$ cat src/rtl/slsfr_pkg.sv
// package for the sync length sum frame receiver
// holds field widths, command codes, status codes and the command and result record types
// no dependencies
package slsfr_pkg;

    localparam int BYTE_W          = 8;
    localparam int SUM_W           = 16;
    localparam int MAX_FRAME_BYTES = 255;
    localparam int MIN_FRAME_BYTES = 9;
    localparam int HEADER_BYTES    = 7;

    localparam int CFG_IDX_W   = 1;
    localparam int QUEUE_DEPTH = 2;
    localparam int QPTR_W      = $clog2(QUEUE_DEPTH);
    localparam int QCNT_W      = $clog2(QUEUE_DEPTH + 1);

    localparam logic [CFG_IDX_W-1:0] CFG_SYNC_FIRST  = CFG_IDX_W'(0);
    localparam logic [CFG_IDX_W-1:0] CFG_SYNC_SECOND = CFG_IDX_W'(1);

    localparam logic [BYTE_W-1:0] SYNC_FIRST_RST  = 8'hFE;
    localparam logic [BYTE_W-1:0] SYNC_SECOND_RST = 8'hEF;

    localparam logic [BYTE_W-1:0] KIND_A = 8'h00;
    localparam logic [BYTE_W-1:0] KIND_B = 8'h10;
    localparam logic [BYTE_W-1:0] KIND_C = 8'h11;

    // commands handed from front to back
    typedef logic [2:0] t_op;
    localparam t_op OP_START   = 3'd0;
    localparam t_op OP_ADD     = 3'd1;
    localparam t_op OP_LEN_ERR = 3'd2;
    localparam t_op OP_INDEX   = 3'd3;
    localparam t_op OP_KIND    = 3'd4;
    localparam t_op OP_PAYLOAD = 3'd5;
    localparam t_op OP_SUMLO   = 3'd6;
    localparam t_op OP_SUMHI   = 3'd7;

    typedef logic [1:0] t_status;
    localparam t_status ST_GOOD    = 2'd0;
    localparam t_status ST_SUM_ERR = 2'd1;
    localparam t_status ST_UNKNOWN = 2'd2;
    localparam t_status ST_LEN_ERR = 2'd3;

    localparam logic KIND_PAYLOAD = 1'b0;
    localparam logic KIND_STATUS  = 1'b1;

    typedef struct packed {
        t_op               op;
        logic [BYTE_W-1:0] data;
        logic [BYTE_W-1:0] offset;
    } t_cmd;

    typedef struct packed {
        logic              item_kind;
        logic [BYTE_W-1:0] payload_byte;
        logic [BYTE_W-1:0] payload_offset;
        logic [BYTE_W-1:0] message_kind;
        logic [BYTE_W-1:0] frame_number;
        t_status           status;
        logic              last;
    } t_res;

endpackage

$ cat src/rtl/slsfr_if.sv
// channel interfaces of the frame receiver: received bytes, results, config writes
// depends on slsfr_pkg
interface slsfr_rx_if import slsfr_pkg::*; ();
    logic              valid;
    logic              ready;
    logic [BYTE_W-1:0] rx_byte;

    modport source (output valid, output rx_byte, input ready);
    modport sink (input valid, input rx_byte, output ready);
endinterface

interface slsfr_res_if import slsfr_pkg::*; ();
    logic              valid;
    logic              ready;
    logic              item_kind;
    logic [BYTE_W-1:0] payload_byte;
    logic [BYTE_W-1:0] payload_offset;
    logic [BYTE_W-1:0] message_kind;
    logic [BYTE_W-1:0] frame_number;
    logic [1:0]        status;
    logic              last;

    modport source (output valid, output item_kind, output payload_byte,
                    output payload_offset, output message_kind, output frame_number,
                    output status, output last, input ready);
    modport sink (input valid, input item_kind, input payload_byte,
                  input payload_offset, input message_kind, input frame_number,
                  input status, input last, output ready);
endinterface

interface slsfr_cfg_if import slsfr_pkg::*; ();
    logic                 valid;
    logic                 ready;
    logic [CFG_IDX_W-1:0] index;
    logic [BYTE_W-1:0]    data;

    modport source (output valid, output index, output data, input ready);
    modport sink (input valid, input index, input data, output ready);
endinterface

$ cat src/rtl/sync_length_sum_frame_receiver.sv
// top level of the sync length sum frame receiver: front, command queue, back
// path: an accepted frame byte goes into the command queue, then popped by the back end into the result register
// throughput: one byte per cycle while the result side is ready, set by the one-command-per-cycle back end
// reset: synchronous active low; hunt restarts, sync pattern returns to fe ef
// depends on slsfr_pkg, slsfr_if, slsfr_front, slsfr_queue, slsfr_back
module sync_length_sum_frame_receiver import slsfr_pkg::*; (
    input  logic        i_clk,
    input  logic        i_rst_n,
    slsfr_rx_if.sink    i_rx,
    slsfr_cfg_if.sink   i_cfg,
    slsfr_res_if.source o_res
);

    logic q_full;
    logic q_empty;
    logic push;
    logic pop;
    t_cmd push_cmd;
    t_cmd pop_cmd;

    slsfr_front u_front (
        .i_clk    (i_clk),
        .i_rst_n  (i_rst_n),
        .i_rx     (i_rx),
        .i_cfg    (i_cfg),
        .i_q_full (q_full),
        .o_push   (push),
        .o_cmd    (push_cmd)
    );

    slsfr_queue u_queue (
        .i_clk      (i_clk),
        .i_rst_n    (i_rst_n),
        .i_push     (push),
        .i_push_cmd (push_cmd),
        .o_full     (q_full),
        .i_pop      (pop),
        .o_pop_cmd  (pop_cmd),
        .o_empty    (q_empty)
    );

    slsfr_back u_back (
        .i_clk   (i_clk),
        .i_rst_n (i_rst_n),
        .i_cmd   (pop_cmd),
        .i_empty (q_empty),
        .o_pop   (pop),
        .o_res   (o_res)
    );

endmodule

$ cat src/rtl/slsfr_front.sv
// front end: sync hunt, header parse and byte classification into commands
// holds the sync pattern registers; depends on slsfr_pkg and slsfr_if
module slsfr_front import slsfr_pkg::*; (
    input  logic       i_clk,
    input  logic       i_rst_n,
    slsfr_rx_if.sink   i_rx,
    slsfr_cfg_if.sink  i_cfg,
    input  logic       i_q_full,
    output logic       o_push,
    output t_cmd       o_cmd
);

    localparam logic [3:0] PH_HUNT1   = 4'd0;
    localparam logic [3:0] PH_HUNT2   = 4'd1;
    localparam logic [3:0] PH_LEN     = 4'd2;
    localparam logic [3:0] PH_INDEX   = 4'd3;
    localparam logic [3:0] PH_SYS     = 4'd4;
    localparam logic [3:0] PH_MOD     = 4'd5;
    localparam logic [3:0] PH_KIND    = 4'd6;
    localparam logic [3:0] PH_PAYLOAD = 4'd7;
    localparam logic [3:0] PH_SUMLO   = 4'd8;
    localparam logic [3:0] PH_SUMHI   = 4'd9;

    localparam logic [BYTE_W-1:0] MIN_LEN = BYTE_W'(MIN_FRAME_BYTES);
    localparam logic [BYTE_W-1:0] MAX_LEN = BYTE_W'(MAX_FRAME_BYTES);
    localparam logic [BYTE_W-1:0] HDR_LEN = BYTE_W'(HEADER_BYTES);

    logic [3:0]        r_phase, n_phase;
    logic [BYTE_W-1:0] r_count, n_count;
    logic [BYTE_W-1:0] r_len, n_len;
    logic [BYTE_W-1:0] r_sync_first, r_sync_second;
    logic              accept;
    logic [BYTE_W-1:0] b;
    logic [BYTE_W-1:0] count_inc;

    assign i_rx.ready  = !i_q_full;
    assign i_cfg.ready = 1'b1;
    assign accept      = i_rx.valid && !i_q_full;
    assign b           = i_rx.rx_byte;
    assign count_inc   = r_count + 8'd1;

    always_comb begin
        n_phase = r_phase;
        n_count = r_count;
        n_len   = r_len;
        o_push  = 1'b0;
        o_cmd   = '{op: OP_ADD, data: b, offset: '0};
        if (accept) begin
            case (r_phase)
                PH_HUNT1: begin
                    if (b == r_sync_first) begin
                        o_push    = 1'b1;
                        o_cmd.op  = OP_START;
                        n_count   = 8'd1;
                        n_phase   = PH_HUNT2;
                    end
                end
                PH_HUNT2: begin
                    if (b == r_sync_second) begin
                        o_push  = 1'b1;
                        n_count = count_inc;
                        n_phase = PH_LEN;
                    end else if (b == r_sync_first) begin
                        o_push   = 1'b1;
                        o_cmd.op = OP_START;
                        n_count  = 8'd1;
                    end else begin
                        n_count = '0;
                        n_phase = PH_HUNT1;
                    end
                end
                PH_LEN: begin
                    o_push = 1'b1;
                    if (b < MIN_LEN || b > MAX_LEN) begin
                        o_cmd.op = OP_LEN_ERR;
                        n_count  = '0;
                        n_len    = '0;
                        n_phase  = PH_HUNT1;
                    end else begin
                        n_len   = b;
                        n_count = count_inc;
                        n_phase = PH_INDEX;
                    end
                end
                PH_INDEX: begin
                    o_push   = 1'b1;
                    o_cmd.op = OP_INDEX;
                    n_count  = count_inc;
                    n_phase  = PH_SYS;
                end
                PH_SYS: begin
                    o_push  = 1'b1;
                    n_count = count_inc;
                    n_phase = PH_MOD;
                end
                PH_MOD: begin
                    o_push  = 1'b1;
                    n_count = count_inc;
                    n_phase = PH_KIND;
                end
                PH_KIND: begin
                    o_push   = 1'b1;
                    o_cmd.op = OP_KIND;
                    n_count  = count_inc;
                    n_phase  = (r_len == MIN_LEN) ? PH_SUMLO : PH_PAYLOAD;
                end
                PH_PAYLOAD: begin
                    o_push       = 1'b1;
                    o_cmd.op     = OP_PAYLOAD;
                    o_cmd.offset = r_count - HDR_LEN;
                    n_count      = count_inc;
                    if ({1'b0, r_count} + 9'd3 >= {1'b0, r_len}) begin
                        n_phase = PH_SUMLO;
                    end
                end
                PH_SUMLO: begin
                    o_push   = 1'b1;
                    o_cmd.op = OP_SUMLO;
                    n_phase  = PH_SUMHI;
                end
                PH_SUMHI: begin
                    o_push   = 1'b1;
                    o_cmd.op = OP_SUMHI;
                    n_count  = '0;
                    n_len    = '0;
                    n_phase  = PH_HUNT1;
                end
                default: begin
                    n_count = '0;
                    n_len   = '0;
                    n_phase = PH_HUNT1;
                end
            endcase
        end
    end

    always_ff @(posedge i_clk) begin
        if (!i_rst_n) begin
            r_phase       <= PH_HUNT1;
            r_count       <= '0;
            r_len         <= '0;
            r_sync_first  <= SYNC_FIRST_RST;
            r_sync_second <= SYNC_SECOND_RST;
        end else begin
            r_phase <= n_phase;
            r_count <= n_count;
            r_len   <= n_len;
            if (i_cfg.valid) begin
                case (i_cfg.index)
                    CFG_SYNC_FIRST:  r_sync_first  <= i_cfg.data;
                    CFG_SYNC_SECOND: r_sync_second <= i_cfg.data;
                    default: ;
                endcase
            end
        end
    end

endmodule

$ cat src/rtl/slsfr_queue.sv
// short command queue between front and back
// depends on slsfr_pkg
module slsfr_queue import slsfr_pkg::*; (
    input  logic i_clk,
    input  logic i_rst_n,
    input  logic i_push,
    input  t_cmd i_push_cmd,
    output logic o_full,
    input  logic i_pop,
    output t_cmd o_pop_cmd,
    output logic o_empty
);

    t_cmd              r_mem [QUEUE_DEPTH];
    logic [QPTR_W-1:0] r_wr_ptr;
    logic [QPTR_W-1:0] r_rd_ptr;
    logic [QCNT_W-1:0] r_count;
    logic              do_push;
    logic              do_pop;

    assign o_full    = (r_count == QCNT_W'(QUEUE_DEPTH));
    assign o_empty   = (r_count == '0);
    assign o_pop_cmd = r_mem[r_rd_ptr];
    assign do_push   = i_push && !o_full;
    assign do_pop    = i_pop && !o_empty;

    always_ff @(posedge i_clk) begin
        if (do_push) begin
            r_mem[r_wr_ptr] <= i_push_cmd;
        end
    end

    always_ff @(posedge i_clk) begin
        if (!i_rst_n) begin
            r_wr_ptr <= '0;
            r_rd_ptr <= '0;
            r_count  <= '0;
        end else begin
            if (do_push) begin
                r_wr_ptr <= (r_wr_ptr == QPTR_W'(QUEUE_DEPTH - 1)) ? '0 : r_wr_ptr + 1'b1;
            end
            if (do_pop) begin
                r_rd_ptr <= (r_rd_ptr == QPTR_W'(QUEUE_DEPTH - 1)) ? '0 : r_rd_ptr + 1'b1;
            end
            case ({do_push, do_pop})
                2'b10:   r_count <= r_count + QCNT_W'(1);
                2'b01:   r_count <= r_count - QCNT_W'(1);
                default: r_count <= r_count;
            endcase
        end
    end

endmodule

$ cat src/rtl/slsfr_back.sv
// back end: running sum, held header fields, checksum and message kind check and result register
// depends on slsfr_pkg and slsfr_if
module slsfr_back import slsfr_pkg::*; (
    input  logic        i_clk,
    input  logic        i_rst_n,
    input  t_cmd        i_cmd,
    input  logic        i_empty,
    output logic        o_pop,
    slsfr_res_if.source o_res
);

    logic              r_out_valid, n_out_valid;
    t_res              r_out, n_out;
    logic [SUM_W-1:0]  r_sum, n_sum;
    logic [BYTE_W-1:0] r_sum_lo, n_sum_lo;
    logic [BYTE_W-1:0] r_kind, n_kind;
    logic [BYTE_W-1:0] r_index, n_index;
    logic [SUM_W-1:0]  sum_add;
    logic [SUM_W-1:0]  got_sum;
    logic              kind_known;

    assign o_pop      = !i_empty && (!r_out_valid || o_res.ready);
    assign sum_add    = r_sum + {{(SUM_W-BYTE_W){1'b0}}, i_cmd.data};
    assign got_sum    = {i_cmd.data, r_sum_lo};
    assign kind_known = (r_kind == KIND_A) || (r_kind == KIND_B) || (r_kind == KIND_C);

    always_comb begin
        n_out_valid = r_out_valid && !o_res.ready;
        n_out       = r_out;
        n_sum       = r_sum;
        n_sum_lo    = r_sum_lo;
        n_kind      = r_kind;
        n_index     = r_index;
        if (o_pop) begin
            case (i_cmd.op)
                OP_START: begin
                    n_sum = {{(SUM_W-BYTE_W){1'b0}}, i_cmd.data};
                end
                OP_ADD: begin
                    n_sum = sum_add;
                end
                OP_INDEX: begin
                    n_sum   = sum_add;
                    n_index = i_cmd.data;
                end
                OP_KIND: begin
                    n_sum  = sum_add;
                    n_kind = i_cmd.data;
                end
                OP_PAYLOAD: begin
                    n_sum       = sum_add;
                    n_out_valid = 1'b1;
                    n_out       = '{item_kind: KIND_PAYLOAD, payload_byte: i_cmd.data,
                                    payload_offset: i_cmd.offset, message_kind: r_kind,
                                    frame_number: r_index, status: ST_GOOD, last: 1'b0};
                end
                OP_SUMLO: begin
                    n_sum_lo = i_cmd.data;
                end
                OP_SUMHI: begin
                    n_out_valid = 1'b1;
                    n_out       = '{item_kind: KIND_STATUS, payload_byte: '0,
                                    payload_offset: '0, message_kind: r_kind,
                                    frame_number: r_index, status: ST_GOOD, last: 1'b1};
                    if (got_sum != r_sum) begin
                        n_out.status = ST_SUM_ERR;
                    end else if (!kind_known) begin
                        n_out.status = ST_UNKNOWN;
                    end
                    n_sum    = '0;
                    n_sum_lo = '0;
                    n_kind   = '0;
                    n_index  = '0;
                end
                OP_LEN_ERR: begin
                    n_out_valid = 1'b1;
                    n_out       = '{item_kind: KIND_STATUS, payload_byte: '0,
                                    payload_offset: '0, message_kind: '0,
                                    frame_number: '0, status: ST_LEN_ERR, last: 1'b1};
                    n_sum    = '0;
                    n_sum_lo = '0;
                    n_kind   = '0;
                    n_index  = '0;
                end
                default: ;
            endcase
        end
    end

    always_ff @(posedge i_clk) begin
        if (!i_rst_n) begin
            r_out_valid <= 1'b0;
            r_sum       <= '0;
            r_sum_lo    <= '0;
            r_kind      <= '0;
            r_index     <= '0;
        end else begin
            r_out_valid <= n_out_valid;
            r_sum       <= n_sum;
            r_sum_lo    <= n_sum_lo;
            r_kind      <= n_kind;
            r_index     <= n_index;
        end
    end

    always_ff @(posedge i_clk) begin
        r_out <= n_out;
    end

    assign o_res.valid          = r_out_valid;
    assign o_res.item_kind      = r_out.item_kind;
    assign o_res.payload_byte   = r_out.payload_byte;
    assign o_res.payload_offset = r_out.payload_offset;
    assign o_res.message_kind   = r_out.message_kind;
    assign o_res.frame_number   = r_out.frame_number;
    assign o_res.status         = r_out.status;
    assign o_res.last           = r_out.last;

endmodule

$ cat src/flat_wrapper.sv
// flat-port wrapper written by rule: the top's interface ports become plain ports
module sync_length_sum_frame_receiver_flat import slsfr_pkg::*;
  (i_clk, i_rst_n, i_rx_valid, i_rx_rx_byte, i_rx_ready, i_cfg_valid, i_cfg_index, i_cfg_data, i_cfg_ready, o_res_valid, o_res_item_kind, o_res_payload_byte, o_res_payload_offset, o_res_message_kind, o_res_frame_number, o_res_status, o_res_last, o_res_ready);
  slsfr_rx_if i_rx_i ();
  slsfr_cfg_if i_cfg_i ();
  slsfr_res_if o_res_i ();
  input  logic i_clk;
  input  logic i_rst_n;
  input wire logic [$bits(i_rx_i.valid)-1:0] i_rx_valid;
  input wire logic [$bits(i_rx_i.rx_byte)-1:0] i_rx_rx_byte;
  output wire logic [$bits(i_rx_i.ready)-1:0] i_rx_ready;
  input wire logic [$bits(i_cfg_i.valid)-1:0] i_cfg_valid;
  input wire logic [$bits(i_cfg_i.index)-1:0] i_cfg_index;
  input wire logic [$bits(i_cfg_i.data)-1:0] i_cfg_data;
  output wire logic [$bits(i_cfg_i.ready)-1:0] i_cfg_ready;
  output wire logic [$bits(o_res_i.valid)-1:0] o_res_valid;
  output wire logic [$bits(o_res_i.item_kind)-1:0] o_res_item_kind;
  output wire logic [$bits(o_res_i.payload_byte)-1:0] o_res_payload_byte;
  output wire logic [$bits(o_res_i.payload_offset)-1:0] o_res_payload_offset;
  output wire logic [$bits(o_res_i.message_kind)-1:0] o_res_message_kind;
  output wire logic [$bits(o_res_i.frame_number)-1:0] o_res_frame_number;
  output wire logic [$bits(o_res_i.status)-1:0] o_res_status;
  output wire logic [$bits(o_res_i.last)-1:0] o_res_last;
  input wire logic [$bits(o_res_i.ready)-1:0] o_res_ready;
  assign i_rx_i.valid = i_rx_valid;
  assign i_rx_i.rx_byte = i_rx_rx_byte;
  assign i_rx_ready = i_rx_i.ready;
  assign i_cfg_i.valid = i_cfg_valid;
  assign i_cfg_i.index = i_cfg_index;
  assign i_cfg_i.data = i_cfg_data;
  assign i_cfg_ready = i_cfg_i.ready;
  assign o_res_valid = o_res_i.valid;
  assign o_res_item_kind = o_res_i.item_kind;
  assign o_res_payload_byte = o_res_i.payload_byte;
  assign o_res_payload_offset = o_res_i.payload_offset;
  assign o_res_message_kind = o_res_i.message_kind;
  assign o_res_frame_number = o_res_i.frame_number;
  assign o_res_status = o_res_i.status;
  assign o_res_last = o_res_i.last;
  assign o_res_i.ready = o_res_ready;
  sync_length_sum_frame_receiver u_core (.i_clk(i_clk), .i_rst_n(i_rst_n), .i_rx(i_rx_i), .i_cfg(i_cfg_i), .o_res(o_res_i));
endmodule
$ cat config.mk
export PLATFORM = sky130hd
export DESIGN_NAME = sync_length_sum_frame_receiver_flat
export DESIGN_NICKNAME = d
export VERILOG_FILES = /design/src/rtl/slsfr_pkg.sv /design/src/rtl/slsfr_if.sv /design/src/rtl/sync_length_sum_frame_receiver.sv /design/src/rtl/slsfr_front.sv /design/src/rtl/slsfr_queue.sv /design/src/rtl/slsfr_back.sv /design/src/flat_wrapper.sv
export SDC_FILE = /design/constraint.sdc
export NUM_CORES = 1
export LEC_CHECK = 0
export ABC_AREA = 1
export BUFFER_PORTS_ARGS = -buffer_cell sky130_fd_sc_hd__buf_2
export CAP_MARGIN = 20
export CORE_ASPECT_RATIO = 0.5
export CORE_MARGIN = 2
export CORE_UTILIZATION = 25
export CTS_BUF_LIST = sky130_fd_sc_hd__clkbuf_16
export DETAILED_ROUTE_END_ITERATION = 7
export PLACE_DENSITY_LB_ADDON = 0.2
export RECOVER_POWER = 50
export SYNTH_ARGS = -nofsm -noshare
export SYNTH_HDL_FRONTEND = slang
export SYNTH_SLANG_ARGS = --single-unit
$ cat constraint.sdc
create_clock -name i_clk -period 2.8 [get_ports i_clk]
set_input_delay 0.28 -clock i_clk [delete_from_list [all_inputs] [get_ports i_clk]]
set_output_delay 0.28 -clock i_clk [all_outputs]
set_load 0.005 [all_outputs]
---- After elaboration in Yosys (flattened, before gate mapping) ----
Memory sizes are Yosys's and may differ from the RTL's. A register that Yosys moved wholly into a read port is not among the register bits.
Index checks and enable logic that the tools add are counted.
word-level totals
  bits in registers ....................... 117
  RAM bits ................................ 38
  input bits .............................. 22
  output and inout port bits .............. 39
  logic and storage cells ................. 143
  memories ................................ 1
operators by class
  add/sub/neg operators ................... 8
  $lt $le $gt $ge ......................... 3
  equality and inequality tests ........... 28
  mux-type cells .......................... 41
  bitwise gates (word level) .............. 3
  reduce and logical (&&, ||, !) cells .... 39
memories
  name                  words  width  read ports  clocked after memory_dff  wr ports  line               source
  u_core.u_queue.r_mem  2      19     1           1                         1         slsfr_queue.sv:14  t_cmd r_mem [QUEUE_DEPTH];
operator list
  cell                                                                    count
  36-bit one-hot mux with 3 select lines                                  1
  8-bit one-hot mux with 2 select lines                                   4
  8-bit 2-to-1 mux                                                        6
  16-bit one-hot mux with 3 select lines                                  1
  8-bit one-hot mux with 5 select lines                                   1
  4-bit one-hot mux with 9 select lines                                   1
  3-bit one-hot mux with 8 select lines                                   1
  4-bit 2-to-1 mux                                                        5
  16-bit by 8-bit adder with 16-bit output                                1
  4-bit by 3-bit equality test with 1-bit output (second input constant)  4
  8-bit by 5-bit equality test with 1-bit output (second input constant)  2
  8-bit equality test                                                     2
  16-bit inequality test                                                  1
  2-bit AND reduction                                                     8
  8-bit OR reduction                                                      2
  1-bit 2-to-1 mux                                                        13
  3-bit equality test (second input constant)                             4
  8-bit by 2-bit adder with 9-bit output (second input constant)          1
  9-bit by 8-bit >= comparator with 1-bit output                          1
  8-bit by 1-bit adder with 8-bit output (second input constant)          1
  4-bit by 2-bit equality test with 1-bit output (second input constant)  2
  4-bit equality test (second input constant)                             2
  8-bit by 4-bit equality test with 1-bit output (second input constant)  1
  8-bit greater-than comparator (second input constant)                   1
  other kinds (32)                                                        56

---- Longest topological paths before layout ----
Gate-level depths: netlist of the first run.
  word-level depth ........................ 8
  depth in mapped cells ................... 18
  gate-level depth less buffers ........... 18

---- Modules after synthesis ----
A second synthesis of the first run with hierarchy kept.
unflattened totals
  cells, all modules ...................... 989
  area, all modules ....................... 8,060.2 µm²
by module, submodules not included
  module       instances  cells an instance  area an instance (µm²)  sequential area each (µm²)
  slsfr_back   1          444                3,649.8                 1,871.8
  slsfr_front  1          446                2,737.6                 720.7
  slsfr_queue  1          99                 1,672.9                 1,241.2

---- Least setup slack after synthesis of the first run ----
OpenSTA, ideal clock, no wires.
  kind .................................... reg-to-reg
  from .................................... register u_core.u_front.r_phase[0]
  to ...................................... memory u_core.u_queue.r_mem[1][0] (netlist bit) (enable)
  library setup time ...................... 396 ps
  data arrival time ....................... 1,975 ps
  required time ........................... 2,404 ps
  slack ................................... 429 ps
  cell stages (with the launch flop) ...... 9
  buffers on the path ..................... 0
  period minus slack after synthesis ...... 2,371 ps
  cells stage by stage .................... dfxtp_1 -> inv_1 -> nor2_1 -> nand2_1 -> inv_1 -> nand3_1 -> o211ai_1 -> nand2_1 -> nor2_1
on the way
  cells in the longest elaborated chain, start to end .. 7
  elaborated cells between the ends (all ways) .. 16
  those cells by class .................... eq/ne: 9; mux: 4; reduce/logical: 3
RTL lines
  what                                                                          line                source
  start, declared                                                               slsfr_front.sv:28   logic [3:0] r_phase, n_phase;
  start signal, assigned                                                        slsfr_front.sv:145  r_phase <= n_phase;
  4-bit by 3-bit equality test with 1-bit output, or another cell as far along  slsfr_front.sv:49   case (r_phase)
  8-bit OR reduction (no source line)                                           --
  1-bit one-hot mux with 3 select lines *                                       slsfr_front.sv:49
  1-bit 2-to-1 mux *                                                            slsfr_front.sv:48   if (accept) begin
  1-bit logical AND *                                                           slsfr_queue.sv:24   assign do_push = i_push && !o_full;
  1-bit 2-to-1 mux *                                                            slsfr_queue.sv:28   if (do_push) begin
  1-bit 2-to-1 mux (implied by the code) *                                      slsfr_queue.sv:29   r_mem[r_wr_ptr] <= i_push_cmd;
  end, declared                                                                 slsfr_queue.sv:14
Every way passes the cells marked *; elsewhere a longest branch is shown, timed or not.

==> report_table.html, run 1 <==
<table>
<tr><th>Metric</th><th>Value</th></tr>
<tr><th colspan="2">Floorplan</th></tr>
<tr><td>Die Height</td><td>130 µm</td></tr>
<tr><td>Total core area</td><td>~31000 µm²</td></tr>
<tr><td>Overall die area</td><td>33100 µm²</td></tr>
<tr><td>Horizontal extent of the die</td><td>between 200 and 300 µm</td></tr>
<tr><td>Number of I/O pins</td><td>61</td></tr>
<tr><td>Std cell rows</td><td>45</td></tr>
<tr><td>Initial Utilization</td><td>0.257</td></tr>
<tr><th colspan="2">Finish</th></tr>
<tr><td>Net total in the final layout</td><td>1077</td></tr>
<tr><td>Ant diodes</td><td>0</td></tr>
<tr><td>Layout overhead on the synthesized area</td><td>16.1%</td></tr>
<tr><td>Post-route cell area</td><td>slightly above 9000 µm²</td></tr>
<tr><td>Fraction of layout instances using a drive strength above 1</td><td>0.107</td></tr>
<tr><td>Number of fillers in the final layout</td><td>3265</td></tr>
<tr><th colspan="2">STA</th></tr>
<tr><td>Post-layout minimum cycle time</td><td>2.49 ns</td></tr>
<tr><td>Slew Limit Fails</td><td>0</td></tr>
<tr><td>Maximum achievable frequency</td><td>401 MHz</td></tr>
<tr><td>Unrepaired setup endpoints after global routing</td><td>false</td></tr>
<tr><td>Setup-failing EPs final</td><td>0</td></tr>
<tr><td>Aggregate negative setup slack</td><td>0 ns</td></tr>
<tr><td>Max-slew headroom</td><td>0.274</td></tr>
<tr><td>Layout Skew</td><td>0.0130 ns</td></tr>
<tr><td>Worst-case setup margin in the final layout</td><td>0.305 ns</td></tr>
<tr><td>Final period util</td><td>0.891</td></tr>
<tr><td>Hold Violations, Final</td><td>0</td></tr>
<tr><td>Pin slew with the least headroom to its limit</td><td>1.09 ns</td></tr>
<tr><th colspan="2">Synth</th></tr>
<tr><td>Most numerous cell in the Yosys netlist</td><td>nand2_1</td></tr>
<tr><td>Count of unique library cells instantiated by Yosys</td><td>45</td></tr>
<tr><td>Post-synth EDFFs</td><td>between 70 and 80</td></tr>
<tr><td>Portion of the post-synthesis area used by sequential elements</td><td>0.485</td></tr>
<tr><td>Post-Syn Nets</td><td>between 1k and 1.5k</td></tr>
<tr><td>Leading register cell type out of synthesis</td><td>dfxtp_1</td></tr>
<tr><td>Top post-synthesis cells by area</td><td>edfxtp_1 28%, dfxtp_1 21%, nand2_1 11%</td></tr>
<tr><td>Share of synthesized registers carrying an async set or reset</td><td>0</td></tr>
<tr><td>Portion of synthesized cell area occupied by the leading cell type</td><td>0.278</td></tr>
<tr><td>Yosys warnings</td><td>0</td></tr>
<tr><td>Synthesized area</td><td>between 7000 and 8000 µm²</td></tr>
<tr><td>Cell count after synthesis</td><td>968</td></tr>
<tr><td>Syn Area/Cell</td><td>between 8 and 9 µm²</td></tr>
<tr><td>Area leader, netlist</td><td>edfxtp_1</td></tr>
<tr><td>Commonest cells post-synth</td><td>238 x nand2_1, 139 x inv_1, 83 x nor2_1</td></tr>
<tr><td>Synthesis-stage register bit count</td><td>155</td></tr>
<tr><th colspan="2">Setup path</th></tr>
<tr><td>Crit-path max FO</td><td>10</td></tr>
<tr><td>Category of the worst setup path launch point</td><td>register</td></tr>
<tr><td>Start-to-end type of the worst setup path</td><td>register to register</td></tr>
<tr><td>Worst setup EP type</td><td>register</td></tr>
<tr><td>Data arrival, critical path</td><td>approximately 2.9 ns</td></tr>
<tr><td>Required time at the worst-slack endpoint</td><td>3.17 ns</td></tr>
<tr><th colspan="2">Route</th></tr>
<tr><td>Initial DRC Count</td><td>between 300 and 400</td></tr>
<tr><td>WL/cell</td><td>approximately 13 µm</td></tr>
<tr><td>Total number of vias</td><td>6260</td></tr>
<tr><td>Final wirelength</td><td>slightly below 20 mm</td></tr>
<tr><td>Via density per instance</td><td>4.26</td></tr>
<tr><td>Number of optimization iterations in the first detailed-route pass</td><td>4</td></tr>
<tr><td>Antenna-violating nets left</td><td>0</td></tr>
<tr><td>Post-route DRC violation count</td><td>0</td></tr>
<tr><th colspan="2">Global route</th></tr>
<tr><td>Global-route congestion overflow total</td><td>0</td></tr>
<tr><td>Initial antenna violation count</td><td>0</td></tr>
<tr><td>Total routing usage reported by global routing</td><td>0.125</td></tr>
<tr><td>Maximum number of pins on one net before global-route repair</td><td>39</td></tr>
<tr><td>Number of global-route vias before repair</td><td>6150</td></tr>
<tr><td>First-pass GRT wire length</td><td>32.4 mm</td></tr>
<tr><th colspan="2">Place</th></tr>
<tr><td>Final weighted congestion in routability-driven placement</td><td>0.886</td></tr>
<tr><td>Final HPWL DP</td><td>between 10 and 15 mm</td></tr>
<tr><td>Number of I/O port buffers</td><td>between 50 and 60</td></tr>
<tr><td>Placed Area</td><td>8690 µm²</td></tr>
<tr><td>Worst slack at placement</td><td>around 0.32 ns</td></tr>
<tr><th colspan="2">Status</th></tr>
<tr><td>Status</td><td>finished clean</td></tr>
<tr><th colspan="2">Clock tree</th></tr>
<tr><td>Hold buffer count at cts</td><td>0</td></tr>
<tr><td>Buffer depth of the longest clock path</td><td>2</td></tr>
<tr><td>Post_cts resized</td><td>0</td></tr>
<tr><td>Clk sinks</td><td>around 160</td></tr>
<tr><td>Clock root buffer master</td><td>clkbuf_16</td></tr>
<tr><td>Clk Latency, worst-skew pair</td><td>0.44 ns</td></tr>
<tr><td>Clock-pin slew of the registers on the worst-case setup and hold paths</td><td>~0.060 ns</td></tr>
<tr><td>Clock tree from TritonCTS</td><td>built</td></tr>
<tr><td>Buffers inserted during post-CTS setup optimization</td><td>0</td></tr>
<tr><td>CTS buffer count</td><td>17</td></tr>
<tr><td>H-tree levels</td><td>4</td></tr>
<tr><th colspan="2">Flow run</th></tr>
<tr><td>Max_cap viols</td><td>0</td></tr>
<tr><th colspan="2">Power</th></tr>
<tr><td>Switching portion of total power</td><td>0.407</td></tr>
<tr><td>Cell-internal power</td><td>roughly 5.6 mW</td></tr>
<tr><td>Leakage power total</td><td>4.01 nW</td></tr>
<tr><td>Clock network fraction of design power</td><td>0.234</td></tr>
<tr><td>Highest ir drop seen on vdd</td><td>400 µV</td></tr>
<tr><td>Power spent charging and discharging nets</td><td>3.85 mW</td></tr>
<tr><td>Portion of total power attributed to sequential cells</td><td>0.369</td></tr>
<tr><td>Power density normalized to cell area</td><td>1030 nW/µm²</td></tr>
<tr><td>Relative contribution of combinational cells to total power</td><td>0.397</td></tr>
<tr><th colspan="2">Worst hold path</th></tr>
<tr><td>Worst hold path class</td><td>input port to register</td></tr>
</table>
flip-flops by register name (all words and copies together), names as in the netlist, named ones only:
signal and count:
u_core.u_queue.r_mem 38, u_core.u_back.r_sum 16, u_core.u_back.o_res.frame_number 8, u_core.u_back.o_res.message_kind 8, u_core.u_back.o_res.payload_byte 8, u_core.u_back.o_res.payload_offset 8, u_core.u_back.r_index 8, u_core.u_back.r_kind 8
u_core.u_back.r_sum_lo 8, u_core.u_front.r_count 8, u_core.u_front.r_len 8, u_core.u_front.r_sync_first 8, u_core.u_front.r_sync_second 8, u_core.u_front.r_phase 4, u_core.u_back.o_res.status 2, u_core.u_queue.r_count 2
u_core.u_back.o_res.item_kind 1, u_core.u_back.o_res.valid 1, u_core.u_queue.r_rd_ptr 1, u_core.u_queue.r_wr_ptr 1
power groups by stage:
stage               Combinational (mW)  Clock, mW  Sequential (mW)
floorplan                         2.77          0             3.49
global placement                  3.90          0             3.54
detailed placement                3.90          0             3.56
CTS                               3.92       2.29             3.51
global route                      4.34       2.38             3.57
finish                            3.75       2.21             3.49
final timing paths:
| kind | start | end | slack, ns | depth (start not counted) |
|---|---|---|---|---|
| min | i_cfg_data[5] | u_core.u_front.r_sync_second[5]$_SDFFE_PN1P_ | 0.06 | 3 |
| min reg2reg | u_core.u_back.r_sum[14]$_SDFFE_PN0P_ | u_core.u_back.r_sum[14]$_SDFFE_PN0P_ | 0.46 | 2 |
| max reg2reg | register | u_core.u_back.r_sum[14]$_SDFFE_PN0P_ | 0.31 | 15 |
| max | register | u_core.u_back.r_sum[14]$_SDFFE_PN0P_ | 0.31 | 15 |
logic make-up (layout without fill, tap and decap cells):
kind of cell	after synthesis	after routing	share of synthesized area
AO/OA/AOI/OAI	158	158	0.117
flip-flops	155	155	0.485
AND/OR/NAND/NOR	420	420	0.231
other	1	1	0.000475
XOR/XNOR	39	39	0.0432
adder cells (fa/ha/maj)	20	20	0.0326
buffers and inverters	175	255	0.0898
cells in the final DEF (no fill, tap or decap), types with 6 or more instances in the layout:
cell type  Yosys  routed
inv_1        139     141
ha_1          19      19
xnor2_1       20      20
xor2_1        19      19
inv_2          7       6
o21ai_0       41      41
o21ai_1        8       8
nor2_1        83      84
buf_2          8      24
a21oi_1       68      69
clkbuf_1      10      38
nand2_2       12      11
nor3_1        12      12
buf_4          2       9
o211ai_1       9       9
edfxtp_1      73      73
a21oi_2       11      11
dfxtp_1       82      82
clkbuf_16      0      19
nand3_1       51      52
nand4_1        7       7
nand2_1      238     239
a211oi_1       7       7
cell type report:
| cell class | count | area [µm²] | area share |
|---|---|---|---|
| clock buffer | 19 | 475 | 0.0518 |
| sequential | 155 | 3830 | 0.418 |
| timing repair buffer | 71 | 330 | 0.0360 |
| clock inverter | 13 | 90.1 | 0.00982 |
| inverter | 152 | 583 | 0.0636 |
| multi-input combinational | 638 | 3330 | 0.363 |
| tap | 423 | 529 | 0.0577 |
per-stage QoR:
stage | util | hold WS, ns | cells | power (mW)
4_1_cts | 0.302 | 0.0335 | 1471 | 9.72
3_5_place_dp | 0.283 | 0.449 | 1439 | 7.45
2_1_floorplan | - | 0.379 | 968 | 6.26
5_1_grt | 0.299 | 0.0539 | 1471 | 10.3
3_3_place_gp | 0.283 | 0.441 | 1439 | 7.44
6_report | 0.299 | 0.0586 | 1471 | 9.46
routing by layer:
layer / GRT usage / vias to the layer above / routed length (µm)
met5: 0 / - / 0
met4: 0.0370 / 0 / 197
met3: 0.0295 / 13 / 640
met2: 0.213 / 92 / 9270
met1: 0.159 / 2889 / 9620
li1: - / 3266 / -
critical path, stage by stage, from the launching register on:
cell and delay, ns:
dfxtp_1 0.41, inv_2 0.17, nand2_1 0.11, nand2_1 0.14, ha_1 0.20, inv_1 0.07, fa_1 0.36, inv_1 0.10
nand3_1 0.07, nand2_1 0.14, nand2_1 0.07, nand3_1 0.13, nand4_4 0.13, clkinv_1 0.11, nand3_1 0.06, a21oi_1 0.14
Note: power is estimated with default switching activity, not from simulation.
==> run 2, diff against run 1 <==
- CORE_MARGIN: 2 -> default
- MAX_ROUTING_LAYER: default -> met4
==> run 2 against run 1 <==
Wire length rose by 0.39%. Clock skew barely moved. Non-clock buffer count unchanged. Cell count unchanged. Global-route usage is 0.64 points higher. Clock-buffer cell count decreased by 1. Largest cell class unchanged. First-iteration DRC count decreased by 11%.
==> report_table.html, run 2 (synthesis results as in run 1) <==
<table>
<tr><th>Metric</th><th>Value</th></tr>
<tr><th colspan="2">Worst hold path</th></tr>
<tr><td>Hold Path Stages</td><td>3</td></tr>
<tr><td>Hold Path Origin</td><td>i_cfg_data[5]</td></tr>
<tr><td>End point of the most critical hold path</td><td>u_core.u_front.r_sync_second[5]$_SDFFE_PN1P_</td></tr>
<tr><td>Worst hold path class</td><td>input port to register</td></tr>
<tr><th colspan="2">Flow run</th></tr>
<tr><td>Max_cap viols</td><td>0</td></tr>
<tr><th colspan="2">Finish</th></tr>
<tr><td>Ant diodes</td><td>0</td></tr>
<tr><td>Flip-flop count of the largest register after layout</td><td>38</td></tr>
<tr><td>Highest-count cells in the layout ignoring fill and taps</td><td>238 x nand2_1, 147 x inv_1, 84 x nor2_1, 82 x dfxtp_1, 73 x edfxtp_1</td></tr>
<tr><td>Post-route cell area</td><td>9150 µm²</td></tr>
<tr><td>Regs by FF count</td><td>u_core.u_queue.r_mem (38), u_core.u_back.r_sum (16)</td></tr>
<tr><td>Layout overhead on the synthesized area</td><td>15.9%</td></tr>
<tr><td>Fraction of layout instances using a drive strength above 1</td><td>0.110</td></tr>
<tr><td>Most common cell after layout, fill and taps aside</td><td>nand2_1</td></tr>
<tr><td>Register ranked first by flip-flop count</td><td>u_core.u_queue.r_mem</td></tr>
<tr><td>Number of fillers in the final layout</td><td>3293</td></tr>
<tr><td>Core utilization of the finished layout</td><td>0.298</td></tr>
<tr><td>Net total in the final layout</td><td>1077</td></tr>
<tr><td>Final standard cell count with taps included and fillers excluded</td><td>1471</td></tr>
<tr><th colspan="2">STA</th></tr>
<tr><td>Max-slew headroom</td><td>0.296</td></tr>
<tr><td>Maximum achievable frequency</td><td>398 MHz</td></tr>
<tr><td>Post-layout minimum cycle time</td><td>2.51 ns</td></tr>
<tr><td>Layout Skew</td><td>0.0131 ns</td></tr>
<tr><td>Aggregate negative setup slack</td><td>0 ns</td></tr>
<tr><td>Slew Limit Fails</td><td>0</td></tr>
<tr><td>Smallest hold slack</td><td>0.0654 ns</td></tr>
<tr><td>Hold Violations, Final</td><td>0</td></tr>
<tr><td>Setup-failing EPs final</td><td>0</td></tr>
<tr><td>Pin slew with the least headroom to its limit</td><td>1.06 ns</td></tr>
<tr><td>Final period util</td><td>0.897</td></tr>
<tr><td>Unrepaired setup endpoints after global routing</td><td>false</td></tr>
<tr><th colspan="2">Route</th></tr>
<tr><td>Antenna-violating nets left</td><td>0</td></tr>
<tr><td>Total number of vias</td><td>between 6k and 7k</td></tr>
<tr><td>Initial DRC Count</td><td>303</td></tr>
<tr><td>WL/cell</td><td>13.5 µm</td></tr>
<tr><td>Final wirelength</td><td>19.8 mm</td></tr>
<tr><td>Via density per instance</td><td>between 4 and 5</td></tr>
<tr><td>Post-route DRC violation count</td><td>0</td></tr>
<tr><td>Number of optimization iterations in the first detailed-route pass</td><td>5</td></tr>
<tr><th colspan="2">Power</th></tr>
<tr><td>Highest ir drop seen on vdd</td><td>between 400 and 500 µV</td></tr>
<tr><td>Power density normalized to cell area</td><td>1030 nW/µm²</td></tr>
<tr><td>Leakage power total</td><td>4.05 nW</td></tr>
<tr><th colspan="2">Floorplan</th></tr>
<tr><td>Overall die area</td><td>32400 µm²</td></tr>
<tr><td>Total core area</td><td>30700 µm²</td></tr>
<tr><td>Die Height</td><td>128 µm</td></tr>
<tr><td>Std cell rows</td><td>45</td></tr>
<tr><td>Number of I/O pins</td><td>61</td></tr>
<tr><td>Initial Utilization</td><td>0.257</td></tr>
<tr><td>Horizontal extent of the die</td><td>253 µm</td></tr>
<tr><th colspan="2">Global route</th></tr>
<tr><td>Number of global-route vias before repair</td><td>6035</td></tr>
<tr><td>First-pass GRT wire length</td><td>approximately 32 mm</td></tr>
<tr><td>Total routing usage reported by global routing</td><td>0.131</td></tr>
<tr><td>Initial antenna violation count</td><td>0</td></tr>
<tr><td>Maximum number of pins on one net before global-route repair</td><td>39</td></tr>
<tr><td>Global-route congestion overflow total</td><td>0</td></tr>
<tr><th colspan="2">Setup path</th></tr>
<tr><td>Crit-path max FO</td><td>19</td></tr>
<tr><td>Required time at the worst-slack endpoint</td><td>about 3.2 ns</td></tr>
<tr><td>Data arrival, critical path</td><td>between 2 and 3 ns</td></tr>
<tr><td>Worst r2r dst</td><td>u_core.u_back.r_kind[1]$_SDFFE_PN0P_</td></tr>
<tr><td>Start-to-end type of the worst setup path</td><td>register to register</td></tr>
<tr><td>Worst setup EP type</td><td>register</td></tr>
<tr><td>Register-to-register setup slack</td><td>between 0.2 and 0.3 ns</td></tr>
<tr><td>Worst Reg-to-Reg Cells</td><td>13</td></tr>
<tr><td>Category of the worst setup path launch point</td><td>register</td></tr>
<tr><th colspan="2">Clock tree</th></tr>
<tr><td>Clk sinks</td><td>155</td></tr>
<tr><td>CTS buffer count</td><td>17</td></tr>
<tr><td>Clock tree from TritonCTS</td><td>built</td></tr>
<tr><td>Clock-pin slew of the registers on the worst-case setup and hold paths</td><td>0.07 ns</td></tr>
<tr><td>Clock root buffer master</td><td>clkbuf_16</td></tr>
<tr><td>Buffer depth of the longest clock path</td><td>2</td></tr>
<tr><td>Hold buffer count at cts</td><td>0</td></tr>
<tr><td>Post_cts resized</td><td>0</td></tr>
<tr><td>Clk Latency, worst-skew pair</td><td>0.44 ns</td></tr>
<tr><td>H-tree levels</td><td>4</td></tr>
<tr><td>Buffers inserted during post-CTS setup optimization</td><td>0</td></tr>
<tr><th colspan="2">Place</th></tr>
<tr><td>Final HPWL DP</td><td>roughly 15 mm</td></tr>
<tr><td>Number of I/O port buffers</td><td>59</td></tr>
<tr><td>Placed Cells</td><td>1439</td></tr>
<tr><td>Placed Area</td><td>8690 µm²</td></tr>
<tr><td>Final weighted congestion in routability-driven placement</td><td>0.902</td></tr>
<tr><th colspan="2">Status</th></tr>
<tr><td>Status</td><td>finished clean</td></tr>
</table>
-- run 2: cell count changes in the layout (fill, tap and decap cells not counted), sizes merged --
cell	previous run	this run
clkbuf	57	49
buf	33	40
inv	152	156
clkinvlp	4	1
bufinv	0	1
clkinv	9	8
-- run 2: per-layer routing --
metal  global-route usage  part of all wire  wire, µm
met2                0.213              0.47      9280
met4               0.0378            0.0085       169
met5                    -                 0         0
met3               0.0278             0.032       628
met1                0.165              0.49      9740
-- run 2: layout make-up --
cell class,instances,area [µm²],area share
Sequential cell,155,3830,0.419
Clock buffer,18,450,0.0492
Tap cell,423,529,0.0578
Timing Repair Buffer,71,338,0.0369
Clock inverter,14,91.3,0.00998
Multi-Input combinational cell,638,3330,0.363
Inverter,152,583,0.0637
-- run 2: how the worst max path moves through the flow --
stage | endpoint | depth (start not counted) | from
global placement | u_core.u_back.r_sum[14]$_SDFFE_PN0P_ | 15 | register
floorplan | u_core.u_queue.r_mem[1][0]$_DFFE_PP_ | 8 | u_core.u_front.r_phase[0]$_SDFFE_PN0P_
CTS | u_core.u_back.r_sum[12]$_SDFFE_PN0P_ | 15 | register
finish | u_core.u_back.r_kind[1]$_SDFFE_PN0P_ | 13 | register
detailed placement | u_core.u_back.r_sum[12]$_SDFFE_PN0P_ | 15 | register
global route | u_core.u_back.r_sum[14]$_SDFFE_PN0P_ | 14 | register
-- run 2: worst max-delay path, stage by stage (launching register included) --
cell and delay, ns:
dfxtp_1 0.50, inv_2 0.14, clkbuf_1 0.27, nand2_2 0.14
nand2_4 0.06, nor2_1 0.27, nand2_4 0.23, nand2_8 0.24
inv_4 0.07, o21ai_4 0.07, nand2_4 0.13, inv_8 0.15
nand2_2 0.06, a21oi_2 0.12
-- run 2: stage by stage --
step | total power, mW | worst slack (ns)
finish | 9.44 | 0.287
CTS | 9.67 | 0.293
floorplan | 6.26 | 0.429
global placement | 7.47 | 0.350
global route | 10.2 | 0.0115
detailed placement | 7.47 | 0.310
-- run 2: report_power, final --
part / switching (mW) / leakage [nW] / total, mW / internal (mW)
logic: 2.57 / 2.40 / 3.78 / 1.22
clock network: 0.917 / 0.290 / 2.16 / 1.24
registers: 0.338 / 1.36 / 3.50 / 3.16
==> run 3, diff against run 2 <==
- CORE_MARGIN: default -> 2
==> run 3 against run 2 <==
Die area increased by 2.4%. Largest cell class unchanged. Via count rose by 0.21%. Worst hold slack got worse by 0.0023 ns. Critical endpoint is now u_core.u_back.o_res.payload_offset[1]$_DFFE_PP_. Wire length barely moved.
==> report_table.html, run 3 (synthesis results as in run 1) <==
<table>
<tr><th>Metric</th><th>Value</th></tr>
<tr><th colspan="2">Status</th></tr>
<tr><td>Status</td><td>finished clean</td></tr>
<tr><th colspan="2">Route</th></tr>
<tr><td>Total number of vias</td><td>6260</td></tr>
<tr><td>Antenna-violating nets left</td><td>0</td></tr>
<tr><td>Final wirelength</td><td>roughly 20 mm</td></tr>
<tr><td>Via density per instance</td><td>4.26</td></tr>
<tr><td>WL/cell</td><td>around 13 µm</td></tr>
<tr><td>Initial DRC Count</td><td>379</td></tr>
<tr><td>Total length of routed met3 wires</td><td>504 µm</td></tr>
<tr><td>Routed metal-1 wirelength</td><td>~9.6 mm</td></tr>
<tr><td>Number of optimization iterations in the first detailed-route pass</td><td>5</td></tr>
<tr><td>Post-route DRC violation count</td><td>0</td></tr>
<tr><td>Highest routing layer actually used</td><td>met4</td></tr>
<tr><td>DR WL met2</td><td>~9.4 mm</td></tr>
<tr><th colspan="2">Clock tree</th></tr>
<tr><td>H-tree levels</td><td>4</td></tr>
<tr><td>Clk Latency, worst-skew pair</td><td>0.43 ns</td></tr>
<tr><td>Buffer depth of the longest clock path</td><td>2</td></tr>
<tr><td>Clock root buffer master</td><td>clkbuf_16</td></tr>
<tr><td>CTS buffer count</td><td>17</td></tr>
<tr><td>Clock-pin slew of the registers on the worst-case setup and hold paths</td><td>approximately 0.06 ns</td></tr>
<tr><td>Clk sinks</td><td>between 150 and 200</td></tr>
<tr><td>Hold buffer count at cts</td><td>0</td></tr>
<tr><td>Clock tree from TritonCTS</td><td>built</td></tr>
<tr><th colspan="2">Floorplan</th></tr>
<tr><td>Number of I/O pins</td><td>61</td></tr>
<tr><td>Horizontal extent of the die</td><td>255 µm</td></tr>
<tr><td>Total core area</td><td>30700 µm²</td></tr>
<tr><td>Std cell rows</td><td>45</td></tr>
<tr><td>Overall die area</td><td>33100 µm²</td></tr>
<tr><td>Initial Utilization</td><td>0.257</td></tr>
<tr><td>Die Height</td><td>130 µm</td></tr>
<tr><th colspan="2">STA</th></tr>
<tr><td>Aggregate negative setup slack</td><td>0 ns</td></tr>
<tr><td>Setup-failing EPs final</td><td>0</td></tr>
<tr><td>Post-layout minimum cycle time</td><td>2.54 ns</td></tr>
<tr><td>Slew Limit Fails</td><td>0</td></tr>
<tr><td>Pin slew with the least headroom to its limit</td><td>1.06 ns</td></tr>
<tr><td>Unrepaired setup endpoints after global routing</td><td>false</td></tr>
<tr><td>Hold Violations, Final</td><td>0</td></tr>
<tr><td>Final period util</td><td>0.906</td></tr>
<tr><td>Layout Skew</td><td>0.0113 ns</td></tr>
<tr><td>Max-slew headroom</td><td>0.294</td></tr>
<tr><td>Maximum achievable frequency</td><td>394 MHz</td></tr>
<tr><th colspan="2">Setup path</th></tr>
<tr><td>Worst Reg-to-Reg Cells</td><td>9</td></tr>
<tr><td>Start-to-end type of the worst setup path</td><td>register to register</td></tr>
<tr><td>Register-to-register setup slack</td><td>0.26 ns</td></tr>
<tr><td>Required time at the worst-slack endpoint</td><td>2.89 ns</td></tr>
<tr><td>Category of the worst setup path launch point</td><td>register</td></tr>
<tr><td>Worst setup EP type</td><td>register</td></tr>
<tr><td>Data arrival, critical path</td><td>2.63 ns</td></tr>
<tr><td>Critical path destination</td><td>u_core.u_back.o_res.payload_offset[1]$_DFFE_PP_</td></tr>
<tr><td>Worst r2r dst</td><td>u_core.u_back.o_res.payload_offset[1]$_DFFE_PP_</td></tr>
<tr><td>Crit-path max FO</td><td>26</td></tr>
<tr><th colspan="2">Global route</th></tr>
<tr><td>First-pass GRT wire length</td><td>32.4 mm</td></tr>
<tr><td>Total routing usage reported by global routing</td><td>0.130</td></tr>
<tr><td>Initial antenna violation count</td><td>0</td></tr>
<tr><td>Maximum number of pins on one net before global-route repair</td><td>39</td></tr>
<tr><td>Number of global-route vias before repair</td><td>6106</td></tr>
<tr><td>Global-route congestion overflow total</td><td>0</td></tr>
<tr><th colspan="2">Finish</th></tr>
<tr><td>Net total in the final layout</td><td>1077</td></tr>
<tr><td>Layout overhead on the synthesized area</td><td>16.1%</td></tr>
<tr><td>Ant diodes</td><td>0</td></tr>
<tr><td>Regs by FF count</td><td>u_core.u_queue.r_mem (38), u_core.u_back.r_sum (16)</td></tr>
<tr><td>Fraction of layout instances using a drive strength above 1</td><td>0.0983</td></tr>
<tr><td>Highest-count cells in the layout ignoring fill and taps</td><td>240 x nand2_1, 142 x inv_1, 84 x nor2_1, 82 x dfxtp_1, 73 x edfxtp_1</td></tr>
<tr><td>Most common cell after layout, fill and taps aside</td><td>nand2_1</td></tr>
<tr><td>Post-route cell area</td><td>9170 µm²</td></tr>
<tr><td>Register ranked first by flip-flop count</td><td>u_core.u_queue.r_mem</td></tr>
<tr><td>Flip-flop count of the largest register after layout</td><td>38</td></tr>
<tr><th colspan="2">Place</th></tr>
<tr><td>Placed Area</td><td>a little under 9000 µm²</td></tr>
<tr><td>Number of I/O port buffers</td><td>just under 60</td></tr>
<tr><td>Final HPWL DP</td><td>about 15 mm</td></tr>
<tr><td>Final weighted congestion in routability-driven placement</td><td>~0.90</td></tr>
<tr><th colspan="2">Power</th></tr>
<tr><td>Power density normalized to cell area</td><td>1040 nW/µm²</td></tr>
<tr><td>Highest ir drop seen on vdd</td><td>a little under 400 µV</td></tr>
<tr><td>Leakage power total</td><td>4.01 nW</td></tr>
<tr><th colspan="2">Worst hold path</th></tr>
<tr><td>Worst hold path class</td><td>input port to register</td></tr>
<tr><th colspan="2">Flow run</th></tr>
<tr><td>Max_cap viols</td><td>0</td></tr>
</table>
[run 3: worst min-delay path by stage]
stage                                    startpoint                                           end  cells after the start  slack [ns]
2_1_floorplan                       i_rx_rx_byte[2]         u_core.u_queue.r_mem[0][10]$_DFFE_PP_                      0        0.38
6_report                              i_cfg_data[5]  u_core.u_front.r_sync_second[5]$_SDFFE_PN1P_                      3        0.06
5_1_grt                               i_cfg_data[5]  u_core.u_front.r_sync_second[5]$_SDFFE_PN1P_                      3        0.07
3_5_place_dp   u_core.u_queue.r_rd_ptr$_SDFFE_PN0P_                                      register                      1        0.45
4_1_cts                               i_cfg_data[6]  u_core.u_front.r_sync_second[6]$_SDFFE_PN1P_                      3        0.04
3_3_place_gp   u_core.u_queue.r_rd_ptr$_SDFFE_PN0P_          u_core.u_queue.r_rd_ptr$_SDFFE_PN0P_                      1        0.44
[run 3: cell type report]
class | count | area [µm²]
Fill cell | 3235 | 21500
Sequential cell | 155 | 3830
Multi-Input combinational cell | 638 | 3320
Inverter | 152 | 583
Tap cell | 423 | 529
Clock buffer | 17 | 425
Timing Repair Buffer | 71 | 324
Clock inverter | 15 | 155
[run 3: through the flow]
| stage | cells | power [mW] | worst slack (ns) | hold WS [ns] | util |
|---|---|---|---|---|---|
| 3_3_place_gp | 1439 | 7.45 | 0.358 | 0.440 | 0.283 |
| 2_1_floorplan | 968 | 6.26 | 0.429 | 0.379 | - |
| 5_1_grt | 1471 | 10.4 | 0.0248 | 0.0665 | 0.299 |
| 4_1_cts | 1471 | 9.83 | 0.309 | 0.0441 | 0.302 |
| 6_report | 1471 | 9.58 | 0.262 | 0.0632 | 0.299 |
| 3_5_place_dp | 1439 | 7.47 | 0.330 | 0.454 | 0.283 |
[run 3: routing by layer]
| layer | vias to the layer above | GRT usage |
|---|---|---|
| met3 | 16 | 0.0264 |
| met2 | 73 | 0.215 |
| met4 | 0 | 0.0422 |
| li1 | 3262 | - |
| met5 | - | - |
| met1 | 2909 | 0.160 |
[run 3: worst max-delay path, cell delays in order, from the launching register on]
cell and delay, ns:
dfxtp_1 0.40, inv_2 0.16, clkbuf_1 0.40, nand2_1 0.11
nand2_1 0.19, inv_1 0.10, nand2_1 0.17, o211ai_1 0.15
inv_1 0.14, buf_4 0.35
[run 3: where the power goes]
group / switching (mW) / internal, mW
Sequential: 0.339 / 3.16
Combinational: 2.55 / 1.20
Clock: 0.940 / 1.38
Total: 3.83 / 5.75
[run 3: what timing repair did]
item,CTS,global route
endpoints found under the setup margin,0,1
setup buffers,0,0
gates resized for setup,0,1
